[config.mk]
export PLATFORM = sky130hd
export DESIGN_NAME = text_console_cursor_control
export DESIGN_NICKNAME = d
export VERILOG_FILES = /design/src/design/tcc_pkg.sv /design/src/design/tcc_step.sv /design/src/design/text_console_cursor_control.sv
export SDC_FILE = /design/constraint.sdc
export NUM_CORES = 1
export LEC_CHECK = 0
export CORE_UTILIZATION = 38
export DETAILED_ROUTE_END_ITERATION = 16
export DONT_BUFFER_PORTS = 1
export MAX_ROUTING_LAYER = met4
export SLEW_MARGIN = 0
export SYNTH_ARGS = -nofsm -noshare
export SYNTH_HDL_FRONTEND = slang
export SYNTH_HIERARCHICAL = 1
export SYNTH_SLANG_ARGS = --single-unit
[constraint.sdc]
create_clock -name clk_i -period 18.5 [get_ports clk_i]
set_input_delay 1.85 -clock clk_i [delete_from_list [all_inputs] [get_ports clk_i]]
set_output_delay 1.85 -clock clk_i [all_outputs]
set_load 0.02 [all_outputs]
[src/design/tcc_pkg.sv]
// ----------------------------------------------------------------------------
// Text console cursor control package
// Shared payload types, command codes, control bytes and register indexes.
// ----------------------------------------------------------------------------
package tcc_pkg;

  // Configuration port widths
  localparam int unsigned CfgIdxW  = 2;
  localparam int unsigned CfgDataW = 8;

  // Register indexes
  localparam logic [CfgIdxW-1:0] REG_NUM_COLS = 2'd0;
  localparam logic [CfgIdxW-1:0] REG_NUM_ROWS = 2'd1;

  // Register reset values
  localparam logic [7:0] NUM_COLS_RST = 8'd80;
  localparam logic [6:0] NUM_ROWS_RST = 7'd25;

  // Console control bytes
  localparam logic [7:0] CH_NUL = 8'h00;
  localparam logic [7:0] CH_BS  = 8'h08;
  localparam logic [7:0] CH_LF  = 8'h0A;
  localparam logic [7:0] CH_CR  = 8'h0D;

  // Request kinds
  localparam logic REQ_BYTE  = 1'b0;
  localparam logic REQ_CLEAR = 1'b1;

  // Renderer commands
  typedef enum logic [1:0] {
    CMD_CURSOR = 2'd0,
    CMD_DRAW   = 2'd1,
    CMD_SCROLL = 2'd2,
    CMD_CLEAR  = 2'd3
  } cmd_e;

  // One input item
  typedef struct packed {
    logic       req_type;
    logic [7:0] char_code;
  } in_t;

  // One result item
  typedef struct packed {
    cmd_e       cmd;
    logic [7:0] cell_col;
    logic [6:0] cell_row;
    logic [7:0] glyph_code;
    logic       last;
  } out_t;

  // Step logic result toward the control registers
  typedef struct packed {
    out_t       beat;
    logic       final_beat;
    logic [7:0] next_col;
    logic [6:0] next_row;
  } step_t;

endpackage

[src/design/tcc_step.sv]
// ----------------------------------------------------------------------------
// Cursor step logic
// Resolves a pending wrap and scroll, applies one console byte or a clear
// request, and selects the result beat for the current phase.
// ----------------------------------------------------------------------------
module tcc_step (
  input  logic [7:0]   num_cols_i,
  input  logic [6:0]   num_rows_i,
  input  logic [7:0]   cur_col_i,
  input  logic [6:0]   cur_row_i,
  input  tcc_pkg::in_t item_i,
  input  logic         phase_i,
  output tcc_pkg::step_t step_o
);
  import tcc_pkg::*;

  logic [7:0] cols;
  logic [6:0] rows;
  logic       wrap;
  logic [7:0] col_a;
  logic [7:0] row_a;
  logic       scroll;
  logic [7:0] col_b;
  logic [6:0] row_b;
  logic [7:0] main_col;
  logic [6:0] main_row;
  logic [7:0] next_col;
  logic [6:0] next_row;
  cmd_e       main_cmd;
  logic [7:0] main_glyph;
  logic       two_beats;

  // Treat a zero-sized area as one cell wide or high
  assign cols = (num_cols_i == 8'd0) ? 8'd1 : num_cols_i;
  assign rows = (num_rows_i == 7'd0) ? 7'd1 : num_rows_i;

  // Wrap a cursor parked past the last column
  assign wrap  = (cur_col_i >= cols);
  assign col_a = wrap ? 8'd0 : cur_col_i;
  assign row_a = {1'b0, cur_row_i} + {7'd0, wrap};

  // Scroll when the row runs past the last one
  assign scroll = (row_a >= {1'b0, rows});
  assign row_b  = scroll ? (rows - 7'd1) : row_a[6:0];
  assign col_b  = scroll ? 8'd0 : col_a;

  // Apply the byte
  always_comb begin
    main_cmd   = CMD_CURSOR;
    main_glyph = 8'd0;
    main_col   = col_b;
    main_row   = row_b;
    next_col   = col_b;
    next_row   = row_b;
    unique case (item_i.char_code)
      CH_NUL: begin
      end
      CH_BS: begin
        if (col_b != 8'd0) begin
          main_col = col_b - 8'd1;
        end else if (row_b != 7'd0) begin
          main_row = row_b - 7'd1;
          main_col = cols - 8'd1;
        end
        next_col = main_col;
        next_row = main_row;
      end
      CH_LF: begin
        main_col = 8'd0;
        main_row = row_b + 7'd1;
        next_col = main_col;
        next_row = main_row;
      end
      CH_CR: begin
        main_col = 8'd0;
        next_col = 8'd0;
      end
      default: begin
        main_cmd   = CMD_DRAW;
        main_glyph = item_i.char_code;
        next_col   = col_b + 8'd1;
      end
    endcase
  end

  assign two_beats = (item_i.req_type == REQ_BYTE) && scroll;

  // Select the beat for this phase
  always_comb begin
    step_o = '0;
    if (item_i.req_type == REQ_CLEAR) begin
      step_o.beat.cmd   = CMD_CLEAR;
      step_o.beat.last  = 1'b1;
      step_o.final_beat = 1'b1;
    end else if (two_beats && !phase_i) begin
      step_o.beat.cmd      = CMD_SCROLL;
      step_o.beat.cell_row = rows - 7'd1;
      step_o.final_beat    = 1'b0;
      step_o.next_col      = cur_col_i;
      step_o.next_row      = cur_row_i;
    end else begin
      step_o.beat.cmd        = main_cmd;
      step_o.beat.cell_col   = main_col;
      step_o.beat.cell_row   = main_row;
      step_o.beat.glyph_code = main_glyph;
      step_o.beat.last       = 1'b1;
      step_o.final_beat      = 1'b1;
      step_o.next_col        = next_col;
      step_o.next_row        = next_row;
    end
  end

endmodule

[src/design/text_console_cursor_control.sv]
// ----------------------------------------------------------------------------
// Text console cursor control
// Keeps a text cursor and turns console bytes and clear requests into
// draw, scroll, cursor and clear commands for a downstream renderer.
// ----------------------------------------------------------------------------
//  channel | signals                                   | direction
//  --------+-------------------------------------------+----------
//  in      | in_valid_i, in_stall_o, in_data_i         | item in
//  out     | out_valid_o, out_stall_i, out_data_o      | beat out
//  cfg     | cfg_valid_i, cfg_ready_o, cfg_idx_i/data  | reg write
//
//  An item goes from the input register through the step logic into the
//  output register as one beat, or two beats when a scroll comes first.
//  The input register holds the item until its last beat is loaded, so one
//  item a cycle is taken when no scroll occurs and the output is not stalled.
//  A stalled output holds its beat; the input stalls while the output
//  register cannot take the next beat, and while the scroll beat of a
//  two-beat item is loaded. Reset homes the cursor and loads 80 columns
//  by 25 rows.
module text_console_cursor_control (
  input  logic                            clk_i,
  input  logic                            rst_ni,
  input  logic                            in_valid_i,
  output logic                            in_stall_o,
  input  tcc_pkg::in_t                    in_data_i,
  output logic                            out_valid_o,
  input  logic                            out_stall_i,
  output tcc_pkg::out_t                   out_data_o,
  input  logic                            cfg_valid_i,
  output logic                            cfg_ready_o,
  input  logic [tcc_pkg::CfgIdxW-1:0]     cfg_idx_i,
  input  logic [tcc_pkg::CfgDataW-1:0]    cfg_data_i
);
  import tcc_pkg::*;

  logic       in_valid_q, in_valid_d;
  in_t        in_q;
  logic       phase_q, phase_d;
  logic [7:0] cur_col_q;
  logic [6:0] cur_row_q;
  logic [7:0] num_cols_q;
  logic [6:0] num_rows_q;
  logic       out_valid_q, out_valid_d;
  out_t       out_q;
  step_t      step;
  logic       out_load;
  logic       item_done;
  logic       in_accept;
  logic       cfg_write;

  assign cfg_ready_o = 1'b1;
  assign cfg_write   = cfg_valid_i && cfg_ready_o;

  // Configuration registers
  always_ff @(posedge clk_i or negedge rst_ni) begin
    if (!rst_ni) begin
      num_cols_q <= NUM_COLS_RST;
      num_rows_q <= NUM_ROWS_RST;
    end else if (cfg_write) begin
      unique case (cfg_idx_i)
        REG_NUM_COLS: num_cols_q <= cfg_data_i;
        REG_NUM_ROWS: num_rows_q <= cfg_data_i[6:0];
        default: begin
        end
      endcase
    end
  end

  tcc_step u_step (
    .num_cols_i (num_cols_q),
    .num_rows_i (num_rows_q),
    .cur_col_i  (cur_col_q),
    .cur_row_i  (cur_row_q),
    .item_i     (in_q),
    .phase_i    (phase_q),
    .step_o     (step)
  );

  // Handshake control
  assign out_load   = in_valid_q && (!out_valid_q || !out_stall_i);
  assign item_done  = out_load && step.final_beat;
  assign in_stall_o = in_valid_q && !item_done;
  assign in_accept  = in_valid_i && !in_stall_o;

  always_comb begin
    in_valid_d = in_valid_q;
    if (in_accept) begin
      in_valid_d = 1'b1;
    end else if (item_done) begin
      in_valid_d = 1'b0;
    end
  end

  assign phase_d = out_load ? !step.final_beat : phase_q;

  always_comb begin
    out_valid_d = out_valid_q;
    if (out_load) begin
      out_valid_d = 1'b1;
    end else if (!out_stall_i) begin
      out_valid_d = 1'b0;
    end
  end

  // Control state
  always_ff @(posedge clk_i or negedge rst_ni) begin
    if (!rst_ni) begin
      in_valid_q  <= 1'b0;
      phase_q     <= 1'b0;
      out_valid_q <= 1'b0;
      cur_col_q   <= 8'd0;
      cur_row_q   <= 7'd0;
    end else begin
      in_valid_q  <= in_valid_d;
      phase_q     <= phase_d;
      out_valid_q <= out_valid_d;
      if (item_done) begin
        cur_col_q <= step.next_col;
        cur_row_q <= step.next_row;
      end
    end
  end

  // Payload registers
  always_ff @(posedge clk_i) begin
    if (in_accept) begin
      in_q <= in_data_i;
    end
    if (out_load) begin
      out_q <= step.beat;
    end
  end

  assign out_valid_o = out_valid_q;
  assign out_data_o  = out_q;

endmodule

## Word level (Yosys, flattened, before mapping)

Cells that the tools add are included.

| word-level totals | value |
|---|---|
| register bits | 68 |
| input port bits | 24 |
| output and inout port bits | 29 |

| cells by class | value |
|---|---|
| add/sub/neg operators | 7 |
| magnitude comparators | 2 |
| equal/unequal tests | 6 |
| multiplexer cells | 23 |
| bitwise gates (word level) | 1 |
| reductions and logical operators | 27 |

Operators by type and width:

| operator | count |
|---|---|
| $mux 8 | 5 |
| $mux 7 | 5 |
| $eq 8x4->1 const B | 3 |
| $pmux 8 s3 | 1 |
| $logic_not 8->1 | 2 |
| $mux 16 | 1 |
| $pmux 8 s2 | 1 |
| $sub 8x1->8 const B | 2 |
| $mux 15 | 1 |
| $pmux 7 s2 | 1 |
| $sub 7x1->7 const B | 2 |
| $add 7x1->8 | 1 |
| $add 8x1->8 const B | 1 |
| $ge 8x7->1 | 1 |
| $ge 8x8->1 | 1 |
| $mux 1 | 8 |
| $reduce_bool 8->1 | 1 |
| $add 7x1->7 const B | 1 |
| $logic_not 7->1 | 1 |
| $reduce_bool 7->1 | 1 |
| $logic_and 1x1->1 | 6 |
| $logic_not 1->1 | 6 |
| $reduce_and 2->1 | 3 |
| $reduce_or 6->1 | 1 |
| other kinds (9) | 10 |

## Longest topological paths before layout

Gate-level depths: netlist of the first run.

| logic depth | value |
|---|---|
| depth in word-level cells | 18 |
| gate-level depth with buffers | 30 |
| depth with buffers taken out | 28 |

## Hierarchy

Netlist of the first run, hierarchy kept.

Modules (own cells, without submodules):

| module | instances | cells each | area each (µm²) |
|---|---|---|---|
| tcc_step | 1 | 445 | 2844.0 |
| text_console_cursor_control | 1 | 113 | 2374.8 |

## Worst setup path after synthesis of the first run

No wires, ideal clock.

| path | value |
|---|---|
| path kind | reg2out |
| start point | reg num_cols_q[2] |
| end point | out in_stall_o |
| arrival | 4.977 ns |
| required time | 16.650 ns |
| path slack | 11.673 ns |
| cell stages (with the launch flop) | 22 |
| buffers on the path | 1 |
| path through | dfrtp_1 > inv_1 > nand3_1 > o31ai_1 > ha_1 > nand2b_1 > a21oi_2 > o31ai_2 > ha_1 > ha_1 > nand3_1 > o21a_1 > nor2_1 > inv_1 > ha_1 > nand3_1 > or3_1 > buf_2 > a21o_2 > nor2_1 > inv_1 > a21boi_0 |

RTL lines:

| element | RTL line | text |
|---|---|---|
| from (decl) | text_console_cursor_control.sv:41 | `logic [7:0] num_cols_q;` |
| from (signal assigned) | text_console_cursor_control.sv:61 | `REG_NUM_COLS: num_cols_q <= cfg_data_i;` |
| to (decl) | text_console_cursor_control.sv:24 | `output logic in_stall_o,` |

==> results of run 1 <==
==> stage by stage <==
step           worst slack [ps]  util [%]  area [sq um]
3_5_place_dp              10550     39.74          5284
4_1_cts                   10190     41.76          5552
3_3_place_gp              10850     39.74          5284
2_1_floorplan             11670         -          5219
5_1_grt                    9635     41.76          5552
6_report                  10160     41.76          5552
==> layout by cell type (no fill, tap or decap), types with 10 or more instances in the layout <==
cell,count
a21oi_1,32
and3_1,12
dfrtp_1,28
edfxtp_1,35
ha_1,25
inv_1,34
mux2_2,23
mux2_4,10
nand2_1,51
nand3_1,21
nor2_1,31
nor3_1,28
o211ai_1,10
o21ai_0,25
xnor2_1,14
==> registers in the layout, indices dropped and copies added (netlist names) <==
name and count:
cur_col_q 8, cur_row_q 7, in_q 9, in_valid_q 1, num_cols_q 8, num_rows_q 7, out_data_o 26, out_valid_o 1
phase_q 1
==> metal layers <==
metal	vias to the layer above	GRT usage, %	share of wire (%)
met5	-	-	0
li1	2062	-	-
met1	2134	28.66	44
met4	0	6.487	1.9
met2	215	34.23	47
met3	26	4.789	7.6
==> cell type report <==
cell class	instances	area, sq um
Fill cell	1306	7744
Multi-Input combinational cell	427	3030
Sequential cell	68	1883
Clock buffer	9	225.2
Tap cell	176	220.2
Inverter	34	127.6
Clock inverter	7	42.54
Timing Repair Buffer	3	22.52
==> worst paths after layout <==
kind | startpoint | to | slack [ps]
max | num_cols_q[2]$_DFFE_PN0P_ | in_stall_o | 10160
min | num_cols_q[3]$_DFFE_PN0P_ | num_cols_q[3]$_DFFE_PN0P_ | 520
max reg2reg | num_cols_q[2]$_DFFE_PN0P_ | cur_row_q[5]$_DFFE_PN0P_ | 10960
min reg2reg | num_cols_q[3]$_DFFE_PN0P_ | num_cols_q[3]$_DFFE_PN0P_ | 520
max in group asynchronous | rst_ni | num_rows_q[4]$_DFFE_PN1P_ | 17120
min in group asynchronous | rst_ni | cur_col_q[4]$_DFFE_PN0P_ | 1200
==> worst max-delay path, cell delays in order (launching register included) <==
cell      delay, ps
dfrtp_1         410
inv_1           100
nand3_1         140
o31ai_1         550
ha_1            200
nand2b_1        110
a21oi_2          60
o31ai_2         500
ha_1            280
ha_1            230
nand3_1         170
o21a_1          250
nor2_1          150
inv_1            70
ha_1            290
nand3_1         100
or3_1           590
a21o_2          400
nor2_1          530
inv_1           300
a21boi_0        720
==> cells by family (layout without fill, tap and decap cells) <==
family          count (synthesis)  count (layout)  share of synthesized area (%)
flops                          68              68                          36.08
other cells                     1               1                        0.07186
xor+xnor                       20              20                          3.357
fa+ha+maj                      25              25                          5.994
compound gates                153             153                          20.74
buf+inv                        63              53                          5.946
mux                            37              37                          8.607
simple gates                  191             191                          19.20
==> power groups by stage <==
stage | Sequential, mW | Combinational, mW | Clock (mW)
6_report | 0.253 | 0.435 | 0.156
5_1_grt | 0.258 | 0.475 | 0.164
4_1_cts | 0.253 | 0.425 | 0.159
3_5_place_dp | 0.256 | 0.422 | 0
3_3_place_gp | 0.255 | 0.423 | 0
2_1_floorplan | 0.237 | 0.355 | 0
==> results.md, run 1 <==
| Result | Value | Unit |
|:---|:---|:---|
| Average wire length per cell after detail routing | 20.25 | um |
| Clock group share of total power | 18.4 | % |
| Max-slew headroom at the worst pin | 30.62 | % |
| Number of flops mapped to enable cells by yosys | 35 | - |
| Share of post-route cells with drive strength above 1 | 15.15 | % |
| Post-synthesis cell type count | 79 | - |
| Register bit total from synthesis | 68 | - |
| Total leakage power | 2.297 | nW |
| H-tree depth | 3 | - |
| Final GP Congestion | 0.9503 | - |
| HPWL after DPL | 11,230 | um |
| Warnings from Yosys | 6 | - |
| Cell type contributing the most total cell area after synthesis | edfxtp_1 | - |
| Hold Path Depth | 1 | - |
| Clk Tree Root Cell | clkbuf_16 | - |
| Inserted Clock Buffers | 9 | - |
| Chip Height | 119.2 | um |
| Count of instances resized after the clock tree is built | 0 | - |
| Result of the run | finished, final reports clean | - |
| Share of the yosys chip area belonging to registers | 36.08 | % |
| Total number of vias | 4,437 | - |
| Post-synthesis net count | 607 | - |
| Area growth from synthesis to final layout | 6.377 | % |
| Max-cap violations | 0 | - |
| NumNets Final | 592 | - |
| Register clock-pin slew on the reported worst setup and hold paths | 60 | ps |
| Synth top area cells | edfxtp_1, dfrtp_1, ha_1 | - |
| CP Capture Type | output pin | - |
| Number of clock sinks | 68 | - |
| Number of endpoints with negative hold slack in the final report | 0 | - |
| Startpoint type of the worst setup path | register | - |
| Required time at the endpoint of the critical path | 16,650 | ps |
| Number of remaining DRC errors | 0 | - |
| Switching portion of total power | 46.55 | % |
| Peak clock frequency supported by timing | 0.1199 | GHz |
| CTS tree | built | - |
| PnR Total Power | 0.8439 | mW |
| Detailed Route Iter0 Violations | 472 | - |
| Most used flip-flop cell after synthesis | edfxtp_1 | - |
| Die area | 14,210 | sq um |
| GRT overflow | 0 | - |
| Post-Route Setup TNS | 0 | ps |
| Slew at the pin closest to its max-slew limit | 1040 | ps |
| Post-detailed-route count of antenna-violating nets | 0 | - |
| IR drop worst, VDD | 0.06118 | mV |
| Worst-case reg-to-reg path depth | 27 | - |
| Final count of pins violating max slew | 0 | - |
| Total length of routed wires | 14,660 | um |
| Worst Hold Slack | 515.5 | ps |
| Die Span X | 119.2 | um |
| Path category of the worst min-delay check | register to register | - |
| Number of ports placed on the die boundary | 53 | - |
| Kind of critical path | register to output pin | - |
| Overall routing resource usage | 22.01 | % |
| Avg Cell Area, Syn | 9.353 | sq um |
| Buffers from clock root to sink, at most | 2 | - |
| CP Max Fanout | 20 | - |
| Fraction of registers with async set/reset | 48.53 | % |
| Power per cell area | 152.0 | nW/um^2 |
| Crit share post-route | 45.10 | % |
| Portion of synthesized cell area occupied by the leading cell type | 20.14 | % |
| Most instantiated cells after synthesis | nand2_1, edfxtp_1, inv_1, a21oi_1, nor2_1 | - |
| Fin crit period | 8344 | ps |
| Most frequent cell after synthesis | nand2_1 | - |
| Number of antenna diodes | 0 | - |
| Clock latency of the later-clocked register in the worst-skew pair | 340 | ps |
| Largest net degree at the start of global routing | 34 | - |
| Area of the core | 13,300 | sq um |
| Arrival time of data at the critical path endpoint | 6490 | ps |
| Placed Instances | 708 | - |
| Initial antenna violation count | 0 | - |
| Portion of total power attributed to sequential cells | 30.0 | % |
| Starting density of the core | 39.25 | % |
| Global-route wire length before repair | 23,360 | um |
| Sw Pwr | 0.3929 | mW |
| Vias per cell | 6.128 | - |
| Vias in the first global route | 4,318 | - |
| Clock Skews | 5.451 | ps |
| Finished Layout Cells | 724 | - |
| Netlist Area Pre-Place | 5219 | sq um |
| Fraction of power consumed by combinational cells | 51.5 | % |
| Port Buffers | 0 | - |
| Final Setup Violations | 0 | - |
| Internal Power | 0.4511 | mW |
| Core Rows | 42 | - |
| Setup repair after global routing missed its margin | false | - |
| Number of instances in the synthesized netlist | 558 | - |
| Number of optimization iterations in the first detailed-route pass | 5 | - |
| Post-cts hold buffer count | 0 | - |
| Post-CTS setup-driven buffer insertion count | 0 | - |
(Power assumes the default switching activity.)
==> run 2, diff against run 1 <==
- ABC_AREA: not set -> 1
- clock period: 18.5 -> 6.94 ns (I/O delays scaled with it)
==> run 2 against run 1 <==
Net effect:
- sequential power rose to 2.8 times the previous value
- clock power rose to 3.0 times the previous value
- sequential share of layout area down 0.061 points
- cell area up 0.18%
- highest routed layer unchanged
- worst hold slack worse by 480 ps
- flip-flop and latch count unchanged
- clock skew up 4.2 ps
- final cell count up 19%
- global-route usage down 0.50 points
- non-clock buffer count down 1
- setup slack worse by 9200 ps
==> results.md, run 2 <==
| Result | Value | Unit | Delta |
|:---|:---|:---|:---|
| HPWL after DPL | 10,450 | um | was 11,230 um |
| Post-synthesis net count | 737 | - | was 607 |
| Avg Cell Area, Syn | 7.554 | sq um | was 9.353 sq um |
| Path category of the worst min-delay check | input pin to async pin | - | was register to register |
| Crit-path slowest cell | dfstp_2 | - | was a21boi_0 |
| Netlist Area Pre-Place | 5197 | sq um | was 5219 sq um |
| Post-Route Setup TNS | 0 | ps | unchanged |
| Number of instances in the synthesized netlist | 688 | - | was 558 |
| Arrival time of data at the critical path endpoint | 5280 | ps | was 6490 ps |
| Number of optimization iterations in the first detailed-route pass | 5 | - | unchanged |
| Slew at the pin closest to its max-slew limit | 1224 | ps | was 1040 ps |
| GRT overflow | 0 | - | unchanged |
| End of the worst register-to-register path | in_q[2]$_DFFE_PP_ | - | was cur_row_q[5]$_DFFE_PN0P_ |
| Clk Tree Root Cell | clkbuf_16 | - | unchanged |
| Highest-count cells in the layout ignoring fill and taps | nand2_1, inv_1, nand3_1 | - | was nand2_1, edfxtp_1, inv_1 |
| Total leakage power | 2.704 | nW | was 2.297 nW |
| Share of post-route cells with drive strength above 1 | 9.517 | % | was 15.15% |
| Register clock-pin slew on the reported worst setup and hold paths | 60 | ps | about the same |
| Portion of synthesized cell area occupied by the leading cell type | 20.22 | % | was 20.14% |
| Flip-flop count of the largest register, all copies and words added | 26 | - | unchanged |
| Result of the run | finished, final reports clean | - | unchanged |
| Core occupancy in the finished layout | 41.83 | % | was 41.76% |
| Final count of pins violating max slew | 0 | - | unchanged |
| Critical path origin | num_cols_q[4]$_DFFE_PN1P_ | - | was num_cols_q[2]$_DFFE_PN0P_ |
| Buffers from clock root to sink, at most | 2 | - | unchanged |
| Clock latency of the later-clocked register in the worst-skew pair | 350 | ps | was 340 ps |
| Fraction of registers with async set/reset | 48.53 | % | unchanged |
| Slack of the critical path | 968.7 | ps | was 10,160 ps |
| Final non-filler cell area | 5562 | sq um | was 5552 sq um |
| Most used flip-flop cell after synthesis | edfxtp_1 | - | unchanged |
| Total length of routed wires | 14,000 | um | was 14,660 um |
| Post-place setup slack | 1314 | ps | was 10,550 ps |
| Placed Area | 5269 | sq um | was 5284 sq um |
| Area of the core | 13,300 | sq um | unchanged |
| Warnings from Yosys | 6 | - | unchanged |
| Inserted Clock Buffers | 9 | - | unchanged |
| Total number of vias | 4,624 | - | was 4,437 |
| Final GP Congestion | 0.9835 | - | was 0.9503 |
| Worst-case reg-to-reg path depth | 27 | - | unchanged |
| Final Setup Violations | 0 | - | unchanged |
| Peak clock frequency supported by timing | 0.1675 | GHz |  |
| Vias in the first global route | 4,373 | - | was 4,318 |
| Startpoint type of the worst setup path | register | - | unchanged |
| Number of clock sinks | 68 | - | unchanged |
| Post-cts hold buffer count | 0 | - | unchanged |
| Most instantiated cells after synthesis | nand2_1, inv_1, nand3_1, nor2_1, nand4_1 | - | was nand2_1, edfxtp_1, inv_1, a21oi_1, nor2_1 |
| Number of remaining DRC errors | 0 | - | unchanged |
| Kind of critical path | register to output pin | - | unchanged |
| Largest stage delay on the critical path | 550 | ps | was 720 ps |
| Combined buffer and inverter count along the critical path | 4 | - | was 3 |
| Overall routing resource usage | 21.50 | % | was 22.01% |
| Starting density of the core | 39.09 | % | was 39.25% |
| Die Span X | 119.0 | um | was 119.2 um |
| Post-detailed-route count of antenna-violating nets | 0 | - | unchanged |
| Number of flops mapped to enable cells by yosys | 35 | - | unchanged |
| Area growth from synthesis to final layout | 7.005 | % | was 6.377% |
| CTS tree | built | - | unchanged |
| Crit path max-delay family | simple AND/OR/NAND/NOR gates | - | was compound AO/OA/AOI/OAI gates |
| NumNets Final | 727 | - | was 592 |
| Power per cell area | 508.9 | nW/um^2 | was 152.0 nW/um^2 |
| Number of ports placed on the die boundary | 53 | - | unchanged |
| Count of instances resized after the clock tree is built | 0 | - | unchanged |
| Vias per cell | 5.383 | - | was 6.128 |
| IR drop worst, VDD | 0.2402 | mV | was 0.06118 mV |
| Clock Skews | 9.603 | ps | was 5.451 ps |
| Synth top area cells | edfxtp_1, nand2_1, dfrtp_1 | - | was edfxtp_1, dfrtp_1, ha_1 |
| Port Buffers | 0 | - | unchanged |
| CP most frequent cell | nand2_1 | - | was ha_1 |
| Global-route wire length before repair | 22,690 | um | was 23,360 um |
| PnR Total Power | 2.830 | mW | was 0.8439 mW |
| Post-CTS setup-driven buffer insertion count | 0 | - | unchanged |
| Cell type contributing the most total cell area after synthesis | edfxtp_1 | - | unchanged |
| Post-synthesis cell type count | 49 | - | was 79 |
| Setup repair after global routing missed its margin | false | - | unchanged |
| Register bit total from synthesis | 68 | - | unchanged |
| Initial antenna violation count | 0 | - | unchanged |
| Detailed Route Iter0 Violations | 413 | - | was 472 |
| Max-slew headroom at the worst pin | 18.12 | % | was 30.62% |
| Max-cap violations | 0 | - | unchanged |
| Die area | 14,150 | sq um | was 14,210 sq um |
| Largest net degree at the start of global routing | 34 | - | unchanged |
| Most frequent standard cell in the layout excluding fill and tap cells | nand2_1 | - | unchanged |
| Most frequent cell after synthesis | nand2_1 | - | unchanged |
| Core Rows | 42 | - | unchanged |
| Required time at the endpoint of the critical path | 6250 | ps | was 16,650 ps |
| Minimum setup slack among reg-to-reg paths | 1310 | ps | was 10,960 ps |
| Share of the yosys chip area belonging to registers | 36.23 | % | was 36.08% |
| Chip Height | 119.0 | um | was 119.2 um |
| Crit share post-route | 86.04 | % |  |
| CP Max Fanout | 17 | - | was 20 |
| Average wire length per cell after detail routing | 16.30 | um | was 20.25 um |
| CP Capture Type | output pin | - | unchanged |
| Fin crit period | 5971 | ps |  |
| Number of antenna diodes | 0 | - | unchanged |
| Number of endpoints with negative hold slack in the final report | 0 | - | unchanged |
| H-tree depth | 3 | - | unchanged |
| Reg-to-reg critical path startpoint | num_cols_q[4]$_DFFE_PN1P_ | - | was num_cols_q[2]$_DFFE_PN0P_ |
run 2: worst register-to-register path: stages (launching register included):
cell and delay (ps):
dfstp_2 550, nor2_1 60, and3_1 150, a31o_2 240, ha_1 190, inv_1 60, nand2_1 60, nand2_1 70
nand2_1 50, nand2_1 60, nand2_1 80, nand3_1 280, ha_1 270, nand2_2 80, nor2_4 150, xnor2_1 180
inv_1 80, ha_1 300, nand2_1 70, nor2_1 190, nand4_4 180, nand3_4 270, inv_4 100, or2_1 260
nor2_4 350, inv_1 110, a21oi_1 510, nor2_1 370
run 2: worst max-delay path by stage:
stage / to / slack (ps) / depth (start not counted)
floorplan: in_stall_o / 1780 / 25
global placement: in_q[5]$_DFFE_PP_ / 1500 / 24
finish: in_stall_o / 970 / 26
global route: in_stall_o / 550 / 26
detailed placement: in_q[7]$_DFFE_PP_ / 1310 / 27
CTS: in_stall_o / 970 / 26
run 2: stage by stage:
stage,hold WS [ps],std cells
3_5_place_dp,399.3,843
5_1_grt,18.72,859
3_3_place_gp,399.7,843
6_report,34.92,859
2_1_floorplan,398.4,688
4_1_cts,19.71,859
run 2: logic make-up after synthesis:
group	Yosys count	share of synthesized area, %
other	1	0.07215
XOR/XNOR	15	2.528
flip-flops	68	36.23
adder cells (fa/ha/maj)	25	6.018
AO/OA/AOI/OAI	74	8.329
buffers and inverters	109	9.460
AND/OR/NAND/NOR	396	37.36
run 2: power by group:
| group | total (mW) | switching, mW | internal [mW] |
|---|---|---|---|
| Sequential | 0.718 | 0.153 | 0.565 |
| Combinational | 1.65 | 1.16 | 0.495 |
| Clock | 0.461 | 0.185 | 0.276 |
run 2: layout make-up:
class,instances,area [sq um]
clock inverters,7,67.56
inverters,86,327.8
well taps,176,220.2
flip-flops and latches,68,1883
clock buffers,9,225.2
fillers,1341,7734
repair buffers,2,15.01
multi-input cells,511,2823
run 2: metal layers:
metal	track usage (%)	vias up	part of all wire, %
met3	4.502	8	6.2
met2	32.75	174	46
li1	-	2274	-
met1	28.42	2168	47
met5	-	-	0
met4	7.199	0	1.0
